--- src/rtl/npwr_pkg.sv ---
// ----------------------------------------------------------------------------
// npwr_pkg
// Shared constants, result codes and the command and status bundles that
// pass between the controller and the datapath of the nearest point search.
// ----------------------------------------------------------------------------
package npwr_pkg;

    localparam int TABLE_DEPTH = 1024;
    localparam int IDX_W       = (TABLE_DEPTH > 1) ? $clog2(TABLE_DEPTH) : 1;
    localparam int CNT_W       = $clog2(TABLE_DEPTH + 1);

    localparam int LON_W   = 25;
    localparam int LAT_W   = 24;
    localparam int PROX_W  = 25;
    localparam int ENTRY_W = 10;
    localparam int STAT_W  = 2;

    localparam int SQLON_W = 2 * LON_W;
    localparam int SQLAT_W = 2 * LAT_W;
    localparam int DIST_W  = SQLON_W + 1;
    localparam int PSQ_W   = 2 * PROX_W;

    localparam logic [PROX_W-1:0] PROX_RESET = PROX_W'(65536);

    typedef enum logic [STAT_W-1:0] {
        ST_ADDED = 2'd0,
        ST_FULL  = 2'd1,
        ST_FOUND = 2'd2,
        ST_NONE  = 2'd3
    } t_status;

    // Commands from the controller to the datapath.
    typedef struct packed {
        logic capture;       // latch the coordinates and restart the scan
        logic do_add;        // append the point or report a full table
        logic scan_step;     // read one stored point into the pipeline
        logic finish_query;  // deliver the query result
    } t_dp_cmd;

    // Status from the datapath back to the controller.
    typedef struct packed {
        logic empty;         // no points stored
        logic last_issue;    // the current scan address is the last point
        logic pipe_idle;     // no point is left in the distance pipeline
    } t_dp_stat;

endpackage

--- src/rtl/npwr_ctrl.sv ---
// ----------------------------------------------------------------------------
// npwr_ctrl
// Controller of the nearest point search: takes transactions, sequences the
// add, the table scan and the pipeline drain.
// ----------------------------------------------------------------------------
module npwr_ctrl
    import npwr_pkg::*;
(
    input  logic     i_clk,
    input  logic     i_rst_n,
    input  logic     start,
    input  logic     i_kind,
    input  t_dp_stat i_stat,
    output logic     busy,
    output t_dp_cmd  o_cmd
);

    typedef enum logic [3:0] {
        S_IDLE  = 4'b0001,
        S_ADD   = 4'b0010,
        S_SCAN  = 4'b0100,
        S_DRAIN = 4'b1000
    } t_state;

    t_state r_state;
    t_state n_state;
    logic   w_accept;

    assign busy     = (r_state != S_IDLE);
    assign w_accept = start && !busy;

    always_comb begin
        n_state            = r_state;
        o_cmd              = '0;
        o_cmd.capture      = w_accept;
        case (r_state)
            S_IDLE: begin
                if (w_accept) begin
                    if (!i_kind) begin
                        n_state = S_ADD;
                    end else if (i_stat.empty) begin
                        n_state = S_DRAIN;
                    end else begin
                        n_state = S_SCAN;
                    end
                end
            end
            S_ADD: begin
                o_cmd.do_add = 1'b1;
                n_state      = S_IDLE;
            end
            S_SCAN: begin
                o_cmd.scan_step = 1'b1;
                if (i_stat.last_issue) begin
                    n_state = S_DRAIN;
                end
            end
            S_DRAIN: begin
                if (i_stat.pipe_idle) begin
                    o_cmd.finish_query = 1'b1;
                    n_state            = S_IDLE;
                end
            end
            default: begin
                n_state = S_IDLE;
            end
        endcase
    end

    always_ff @(posedge i_clk) begin
        if (!i_rst_n) begin
            r_state <= S_IDLE;
        end else begin
            r_state <= n_state;
        end
    end

endmodule

--- config.mk ---
export PLATFORM = sky130hd
export DESIGN_NAME = npwr_ctrl
export DESIGN_NICKNAME = d
export VERILOG_FILES = /design/src/rtl/npwr_pkg.sv /design/src/rtl/npwr_ctrl.sv
export SDC_FILE = /design/constraint.sdc
export NUM_CORES = 1
export LEC_CHECK = 0
export BUFFER_PORTS_ARGS = -buffer_cell sky130_fd_sc_hd__buf_2
export CORE_AREA = 5 5 42 44
export CTS_BUF_LIST = sky130_fd_sc_hd__clkbuf_16
export CTS_CLUSTER_DIAMETER = 80
export DETAILED_ROUTE_END_ITERATION = 8
export DIE_AREA = 0 0 47 49
export GPL_TIMING_DRIVEN = 0
export PLACE_DENSITY = 0.5
export SLEW_MARGIN = 10
export SYNTH_ARGS = -nofsm -noshare
export SYNTH_HDL_FRONTEND = slang
export SYNTH_SLANG_ARGS = --single-unit
--- constraint.sdc ---
create_clock -name i_clk -period 1.8 [get_ports i_clk]
set_clock_uncertainty 0.05 [all_clocks]
set_input_delay 0.27 -clock i_clk [delete_from_list [all_inputs] [get_ports i_clk]]
set_output_delay 0.27 -clock i_clk [all_outputs]
set_load 0.005 [all_outputs]
# == Word level (Yosys, flattened, before mapping) ==
# Index checks and enable logic that the tools add are counted.
# classes
mux,10
eq_ne,8
reduce_logical,3
# op_table
cell,n
4-bit two-way mux,5
4-bit one-hot mux with 3 select lines,1
"2-bit inequality test, second input constant",3
"4-bit by 1-bit equality test with 1-bit output, second input constant",1
"4-bit by 2-bit equality test with 1-bit output, second input constant",1
"4-bit by 3-bit equality test with 1-bit output, second input constant",1
"4-bit equality test, second input constant",1
1-bit two-way mux,4
"4-bit by 1-bit inequality test with 1-bit output, second input constant",1
3-bit AND reduction,1
1-bit logical AND,1
1-bit logical NOT,1
# totals
register_bits,4
inputBits,7
output_inout_bits,5
word_cells,22

# == Depth between registers and ports, before layout ==
# Gate-level depths: netlist of the first run.
# logic_depth
ltp_word,5
depth_mapped,4
depth_no_buf,3

# == Worst setup path before layout of the first run ==
# Ideal clock, no wire load.
# synth_path
path_type,reg2out
start,register r_state[0]
end,output o_cmd[0] (netlist name)
n_path_buf,1
arrival_time_ns,1.006
path_stages_with_launch,4
setup_slack_ns,0.474
required_ns,1.480
cell_sequence,dfxtp_1 > buf_6 > or4b_4 > nor2_1
# synth_rtl
element,line,source
from (decl),npwr_ctrl.sv:25,t_state r_state;
from (signal assigned),npwr_ctrl.sv:74,r_state <= n_state;
to (decl),npwr_ctrl.sv:15,output t_dp_cmd o_cmd

==> impl_metrics.json, run 1 <==
{
  "status": "finished, final reports clean",
  "hold_violations": 0,
  "cts-buffers-inserted": 3,
  "drive_gt1_frac": 0.4130,
  "gp_congestion": 0.7260,
  "pin_count": 12,
  "cts_root_buf": "clkbuf_16",
  "wl_um": 698,
  "ys_seq_area_frac": 0.2909,
  "clkTransAtPathRegs_ns": 0.03,
  "grt_usage": 0.07324,
  "syn_inst": 32,
  "cts_resized": 0,
  "die_w_um": 47,
  "cts_hold_buffers": 0,
  "synthDistinctLibCells": 22,
  "worstSkewPairLatency_ns": 0.22,
  "clock_sinks": 4,
  "cts_tree": "built",
  "critPathSlowestCell": "or4b_4",
  "cts_max_path_buffers": 2,
  "antenna_found_initial": 0,
  "core_mm2": 0.001401,
  "crit_family": "simple AND/OR/NAND/NOR gates",
  "avgSynthCellArea_um2": 8.602,
  "cp_num_buf_inv": 1,
  "period_needed_ns": 1.667,
  "vdd_ir_drop_max_mv": 0.3517,
  "required_ns": 1.48,
  "post_drt_via_cell_ratio": 4.726,
  "worst_hold_path.num_cells": 2,
  "final_antenna_net_count": 0,
  "period_share": 0.9264,
  "post_cts_buffers": 0,
  "htree_num_levels": 1,
  "nets": 55,
  "top_register": "r_state",
  "synth_nets": 39,
  "endpoint_kind": "output pin",
  "rows": 14,
  "fp.dieH_um": 49,
  "grt_pass1_wl_um": 1117,
  "crit_fanout": 8,
  "rr_startpoint": "r_state[2]",
  "max_clock_freq_ghz": 0.5997,
  "crit_type": "reg2out",
  "initial_core_util": 0.1964,
  "power.total_mw": 0.5118,
  "max-cap-violations": 0,
  "crit_arrival_ns": 1.35,
  "p_leak_nw": 0.2150,
  "largest_reg_flops": 4,
  "drt_pass1_iterations": 2,
  "drcViolationCount": 0,
  "critPathLaunch": "r_state[2]",
  "first_iter_violations": 3,
  "p_per_area_mw_per_mm2": 1203,
  "tns_ns": 0,
  "synth_warnings": 0,
  "grt_remaining_overflow": 0,
  "setup_viol": 0,
  "worstHoldEndpoint": "r_state[0]",
  "syn_to_final_growth_pct": 54.55,
  "max_slew_margin": 0.8145,
  "worstPathCellList": "or4b_4, nor2_1, buf_2",
  "slowest_delay_ns": 0.55,
  "syn_area_um2": 275.3,
  "grt_pass1_vias": 277,
  "ff2ff_path_depth": 3,
  "diodes": 0,
  "grt_max_degree": 10,
  "routedWlPerCell_um": 11.26,
  "via_count": 293,
  "rsz0062_at_grt": "false",
  "die_area_mm2": 0.002303,
  "worstReg2RegEnd": "r_state[0]",
  "io_buffers": 11,
  "hp-start": "i_rst_n",
  "hold_class": "in2reg",
  "top_regs": "r_state: 4 flops",
  "max_slew.worst_pin.slew_ns": 0.2779,
  "startpoint_type": "register",
  "ys_ff_latch": 4,
  "slew_viol_final": 0,
  "ff2ff_setup_slack_ns": 0.45
}
-- cells in the final DEF (no fill, tap or decap), types with 2 or more instances in the layout --
cell type  synthesis  layout
inv_1              3       3
clkbuf_16          0       3
nand4b_1           2       2
and3_1             2       2
nor2_1             4       4
buf_2              0      11
dfxtp_1            4       4
-- area by class of cell --
| cell class | count | area, um^2 |
|---|---|---|
| well taps | 16 | 20.02 |
| flip-flops and latches | 4 | 80.08 |
| multi-input cells | 23 | 165.2 |
| fillers | 154 | 975.9 |
| repair buffers | 11 | 55.05 |
| inverters | 3 | 11.26 |
| clock buffers | 3 | 75.07 |
| plain buffers | 2 | 18.77 |
-- synth_stat cells --
cell       instances  area [um^2]
dfxtp_1            4        80.08
nor2_1             4        15.01
inv_1              3        11.26
and3_1             2        12.51
nand4b_1           2        17.52
a211oi_1           1        7.510
a21boi_0           1        7.510
a2bb2oi_1          1        8.760
and3b_1            1        8.760
buf_4              1        7.510
buf_6              1        11.26
nand2_1            1        3.750
nand2b_1           1        6.260
nor2_2             1        6.260
nor2b_1            1        6.260
nor4b_1            1        8.760
o21a_1             1        7.510
o221a_2            1        11.26
o221ai_1           1        8.760
o22a_1             1        8.760
o22ai_1            1        6.260
or4b_4             1        13.76
-- layer usage --
layer	routed length, um	up-vias	track usage
li1	-	146	-
met1	299	130	0.08791
met2	303	12	0.08145
met3	59	5	0.03690
met4	36	0	0.08295
met5	0	-	0
-- cells by family after synthesis --
family / Yosys count / synth area share
AO/OA/AOI/OAI: 8 / 0.2410
flip-flops: 4 / 0.2909
AND/OR/NAND/NOR: 15 / 0.3591
buffers and inverters: 5 / 0.1091
-- through the flow --
stage | utilization | setup WS, ns | hold slack [ns] | instance area, um^2 | std cells
4_1_cts | 0.3036 | 0.1279 | 0.2190 | 425.4 | 62
3_3_place_gp | 0.2500 | 0.3714 | 0.4489 | 350.3 | 59
5_1_grt | 0.3036 | 0.08959 | 0.2237 | 425.4 | 62
6_report | 0.3036 | 0.1325 | 0.2182 | 425.4 | 62
2_1_floorplan | - | 0.4738 | 0.2986 | 275.3 | 32
3_5_place_dp | 0.2500 | 0.3719 | 0.4505 | 350.3 | 59
-- worst reg2reg max path, stage by stage, from the launching register on --
cell and delay, ns:
dfxtp_1 0.38, or4b_4 0.55, nor2_2 0.12, o221ai_1 0.12
-- how the worst max path moves through the flow --
| stage | end | slack, ns | depth (start not counted) |
|---|---|---|---|
| after global routing | o_cmd[3] | 0.09 | 5 |
| after CTS | o_cmd[0] | 0.13 | 3 |
| after detailed placement | o_cmd[0] | 0.37 | 3 |
| final | o_cmd[0] | 0.13 | 3 |
| after floorplan | o_cmd[0] | 0.47 | 3 |
| after global placement | o_cmd[0] | 0.37 | 3 |
-- report_power, final --
group | switching [mW] | internal [mW] | total [mW]
combinational | 0.0302 | 0.0384 | 0.0686
sequential | 0.00557 | 0.0952 | 0.101
clock | 0.0590 | 0.283 | 0.342
No activity file was read; power rests on OpenSTA's default activity.
==> inputs of run 2 (changes only) <==
- ABC_AREA: unset -> 1
==> run 2 against run 1 <==
Non-clock buffer count is 1 lower; worst setup slack better by 0.23 ns; combinational power grew 140%; clock-buffer cell count unchanged; via count down 4.8%; sequential power rose by 20%; sequential cell count did not move.
==> impl_metrics.json, run 2 <==
{
  "drt_pass1_iterations": 4,
  "first_iter_violations": 9,
  "ys.flop_type": "dfxtp_1",
  "crit_type": "reg2out",
  "initial_core_util": 0.1964,
  "gp_congestion": 0.7876,
  "htree_num_levels": 1,
  "synth_top_cells_by_area": "dfxtp_1 (29%), inv_1 (12%), nor2_1 (12%)",
  "ys_seq_area_frac": 0.2909,
  "largest_reg_flops": 4,
  "synth_top_cell_area_share": 0.2909,
  "io_buffers": 11,
  "die_area_mm2": 0.002303,
  "cts_hold_buffers": 0,
  "synth-compound-area-share": 0.06364,
  "grt_max_degree": 7,
  "syn_area_um2": 275.3,
  "top_regs": "r_state: 4 flops",
  "cts_resized": 0,
  "synth_top_family_by_area": "simple AND/OR/NAND/NOR gates",
  "final_antenna_net_count": 0,
  "final_common_cell": "buf_2",
  "grt_pass1_wl_um": 1035,
  "wl_met2_um": 182,
  "syn_inst": 44,
  "max_clock_freq_ghz": 0.6940,
  "max_slew_margin": 0.8155,
  "post_cts_buffers": 0,
  "post_drt_via_cell_ratio": 3.770,
  "period_share": 0.8005,
  "cts-buffers-inserted": 3,
  "clock_sinks": 4,
  "synth_nets": 51,
  "fp.dieH_um": 49,
  "grt_remaining_overflow": 0,
  "wl_met3_um": 72,
  "nets": 67,
  "worstSkewPairLatency_ns": 0.22,
  "core_mm2": 0.001401,
  "crit_arrival_ns": 1.12,
  "synthXorXnorAreaFrac": 0,
  "rows": 14,
  "avgSynthCellArea_um2": 6.256,
  "synth_warnings": 0,
  "max_slew.worst_pin.slew_ns": 0.2757,
  "endpoint_kind": "output pin",
  "synthDistinctLibCells": 15,
  "die_w_um": 47,
  "drive_gt1_frac": 0.3621,
  "rsz0062_at_grt": "false",
  "diodes": 0,
  "antenna_found_initial": 0,
  "p_leak_nw": 0.2389,
  "pin_count": 12,
  "synthAdderAreaFrac": 0,
  "cts_tree": "built",
  "synthTopCellsByCount": "inv_1 (9), nor2_1 (9), nand2_1 (7)",
  "tns_ns": 0,
  "required_ns": 1.48,
  "synth-edff-count": 0,
  "hold_class": "in2reg",
  "crit_fanout": 6,
  "hold_violations": 0,
  "clkTransAtPathRegs_ns": 0.03,
  "cts_max_path_buffers": 2,
  "final_core_util": 0.3036,
  "p_per_area_mw_per_mm2": 1472,
  "grt_pass1_vias": 244,
  "syn_to_final_growth_pct": 54.55,
  "synthMuxAreaShare": 0,
  "wl_um": 583,
  "setup_slack_ns": 0.3591,
  "slew_viol_final": 0,
  "async_flop_share": 0,
  "highest_layer": "met4",
  "drcViolationCount": 0,
  "top_register": "r_state",
  "routedWlPerCell_um": 7.878,
  "grt_usage": 0.06483,
  "drt-met1-wl_um": 306,
  "dp_hpwl_um": 484.9,
  "via_count": 279,
  "fill_cells": 157,
  "dp_worst_setup_slack_ns": 0.5810,
  "power.total_mw": 0.6261,
  "final_cell_mix": "buf_2 (11), inv_1 (9), nor2_1 (9)",
  "cts_root_buf": "clkbuf_16",
  "yosys.area_share.simple": 0.4955,
  "vdd_ir_drop_max_mv": 0.5305,
  "yosys.area.top_type": "dfxtp_1",
  "max-cap-violations": 0,
  "status": "finished, final reports clean",
  "period_needed_ns": 1.441,
  "ys_ff_latch": 4,
  "startpoint_type": "register",
  "setup_viol": 0
}
run 2: cell count changes after synthesis, sizes merged, moves of 2 or more:
cell,delta
nand2,+7
nand3,+5
inv,+6
nor2,+6
and3,-2
nand4b,-2
run 2: critical path: stages, from the launching register on:
cell	delay, ns
dfxtp_1	0.32
nor2_2	0.17
nand2_2	0.11
nor2_1	0.10
buf_4	0.10
buf_2	0.10
run 2: final cells by class:
class | instances | area (um^2) | share of cell area
inverter | 9 | 33.78 | 0.07941
tap | 16 | 20.02 | 0.04706
buffer | 1 | 7.507 | 0.01765
timing repair buffer | 11 | 55.05 | 0.1294
multi-input combinational | 30 | 153.9 | 0.3618
sequential | 4 | 80.08 | 0.1882
clock buffer | 3 | 75.07 | 0.1765
run 2: metal layers:
layer  vias up  global-route usage
met5         -                   0
met4         0             0.05530
met3         2             0.03321
met2        12             0.05882
met1       102             0.09912
li1        163                   -
run 2: power by group:
group,switching [mW],total [mW],leakage (nW),internal [mW]
clock,0.0595,0.343,0.0370,0.284
sequential,0.0135,0.121,0.0329,0.107
combinational,0.0947,0.162,0.169,0.0675
total,0.168,0.626,0.239,0.458
run 2: worst paths after layout:
check	from	to	slack (ns)	cells after the start
setup reg to reg	r_state[1]	r_state[3]	0.71	5
hold reg to reg	r_state[2]	r_state[2]	0.57	4
setup / recovery	r_state[3]	o_cmd[3]	0.36	5
hold / removal	i_rst_n	r_state[3]	0.28	3
run 2: cells by family after synthesis:
group / count (synthesis)
and+or+nand+nor: 27
buffers and inverters: 10
DFF: 4
AOI/OAI and AO/OA: 3
run 2: per-stage QoR:
stage / area (um^2) / hold slack [ns] / std cells
2_1_floorplan: 275.3 / 0.3686 / 44
6_report: 425.4 / 0.2767 / 74
5_1_grt: 425.4 / 0.2938 / 74
3_5_place_dp: 350.3 / 0.5080 / 71
4_1_cts: 425.4 / 0.2757 / 74
3_3_place_gp: 350.3 / 0.5075 / 71
==> inputs of run 3 (changes only) <==
- clock period: 1.8 -> 1.37 ns (I/O delays scaled with it)
==> run 3 against run 2 <==
Routed wire length up 6.7%; critical path depth unchanged; non-clock buffer count up 2; die area stayed put; clock power rose by 31%; largest cell class unchanged; utilization is 2.4 points higher; critical endpoint is now busy; total power is 41% higher; combinational power rose by 59%; clock-buffer cell count is the same; worst setup slack worse by 0.29 ns; sequential power grew 42%.
==> impl_metrics.json, run 3 (synthesis results as in run 2) <==
{
  "status": "finished, final reports clean",
  "core_mm2": 0.001401,
  "drcViolationCount": 0,
  "period_needed_ns": 1.303,
  "via_count": 288,
  "endpoint_kind": "output pin",
  "post_drt_via_cell_ratio": 3.789,
  "drt_pass1_iterations": 4,
  "syn_to_final_growth_pct": 66.82,
  "rows": 14,
  "p_comb_frac": 0.292,
  "cts_root_buf": "clkbuf_16",
  "max-cap-violations": 0,
  "final_common_cell": "buf_2",
  "clkTransAtPathRegs_ns": 0.03,
  "tns_ns": 0,
  "grt_usage": 0.06624,
  "wl_um": 622,
  "cp_num_buf_inv": 3,
  "startpoint_type": "register",
  "nets": 69,
  "crit_family": "flip-flops",
  "routedWlPerCell_um": 8.184,
  "internal_power_mw": 0.6413,
  "die_w_um": 47,
  "required_ns": 1.11,
  "largest_reg_flops": 4,
  "crit_type": "reg2out",
  "initial_core_util": 0.1964,
  "clock_sinks": 4,
  "max_clock_freq_ghz": 0.7675,
  "fp.dieH_um": 49,
  "max_slew_margin": 0.8779,
  "cts_hold_buffers": 0,
  "pin_count": 12,
  "final_core_util": 0.3277,
  "htree_num_levels": 1,
  "gp_congestion": 0.7876,
  "dp_hpwl_um": 484.9,
  "crit_fanout": 5,
  "antenna_found_initial": 0,
  "top_regs": "r_state: 4 flops",
  "worstPathCellList": "inv_1, nor2_2, nand2_2, buf_4, buf_2",
  "grt_pass1_vias": 256,
  "slew_viol_final": 0,
  "grt_max_degree": 7,
  "setup_viol": 0,
  "first_iter_violations": 3,
  "cts_tree": "built",
  "crit_arrival_ns": 1.05,
  "hold_class": "in2reg",
  "slowest_delay_ns": 0.34,
  "die_area_mm2": 0.002303,
  "final_antenna_net_count": 0,
  "power_frac_clock": 0.513,
  "p_leak_nw": 0.2499,
  "top_register": "r_state",
  "period_share": 0.9510,
  "grt_remaining_overflow": 0,
  "vdd_ir_drop_max_mv": 0.7288,
  "p_seq_frac": 0.196,
  "grt_pass1_wl_um": 1069,
  "cts-buffers-inserted": 3,
  "worstSkewPairLatency_ns": 0.22,
  "critPathSlowestCell": "dfxtp_2",
  "switching_share": 0.2717,
  "hold_violations": 0,
  "max_slew.worst_pin.slew_ns": 0.1830,
  "drive_gt1_frac": 0.5000,
  "p_per_area_mw_per_mm2": 1918,
  "p_switching_mw": 0.2393,
  "final_cell_mix": "buf_2 (11), inv_1 (9), nand2_1 (7)",
  "diodes": 0,
  "cts_max_path_buffers": 2,
  "io_buffers": 11
}
## run 3: changes by cell type in the layout (fill, tap and decap cells not counted), sizes merged
cell	before	now
buf	12	14
## run 3: area by class of cell
class                   instances  area, um^2
fillers                       161       942.2
flip-flops and latches          4       83.83
repair buffers                 13       70.07
clock buffers                   3       75.07
inverters                       9       33.78
well taps                      16       20.02
multi-input cells              30       168.9
plain buffers                   1       7.507
## run 3: worst min-delay path: stages
cell and delay [ns]:
buf_2 0.11, nand3_1 0.07, nor2_1 0.05
## run 3: layer usage
layer	track usage	vias to the layer above	part of all wire	wire [um]
li1	-	166	-	-
met1	0.1013	108	0.51	315
met4	0.05530	0	0.034	21
met2	0.06109	12	0.34	212
met5	0	-	0	0
met3	0.03321	2	0.12	72
## run 3: timing repair
item	in CTS	in global routing
pin swaps	1	1
resized for setup	0	8
setup endpoints to repair	2	4
buffers inserted	1	1
## run 3: power groups by stage
stage	logic (mW)	clock network, mW	registers [mW]
after detailed placement	0.214	0	0.161
after floorplan	0.157	0	0.158
after global routing	0.298	0.464	0.177
after global placement	0.214	0	0.160
final	0.257	0.451	0.172
after CTS	0.226	0.456	0.159
## run 3: final timing paths
check	startpoint	to	slack, ns	depth (start not counted)
worst max-delay path	r_state[0]	busy	0.07	5
worst min register to register	r_state[0]	r_state[2]	0.56	3
worst max register to register	r_state[0]	r_state[1]	0.20	6
worst min-delay path	i_rst_n	r_state[3]	0.20	3
## run 3: per-stage QoR
stage / power (mW) / hold slack, ns / instance area [um^2] / instances / setup WS, ns
CTS: 0.8416 / 0.2112 / 432.9 / 75 / -0.003080
detailed placement: 0.3750 / 0.4435 / 350.3 / 71 / 0.2155
global route: 0.9388 / 0.2215 / 459.2 / 76 / -0.007032
floorplan: 0.3147 / 0.3041 / 275.3 / 44 / 0.3492
finish: 0.8806 / 0.2040 / 459.2 / 76 / 0.06714
global placement: 0.3742 / 0.4430 / 350.3 / 71 / 0.2317
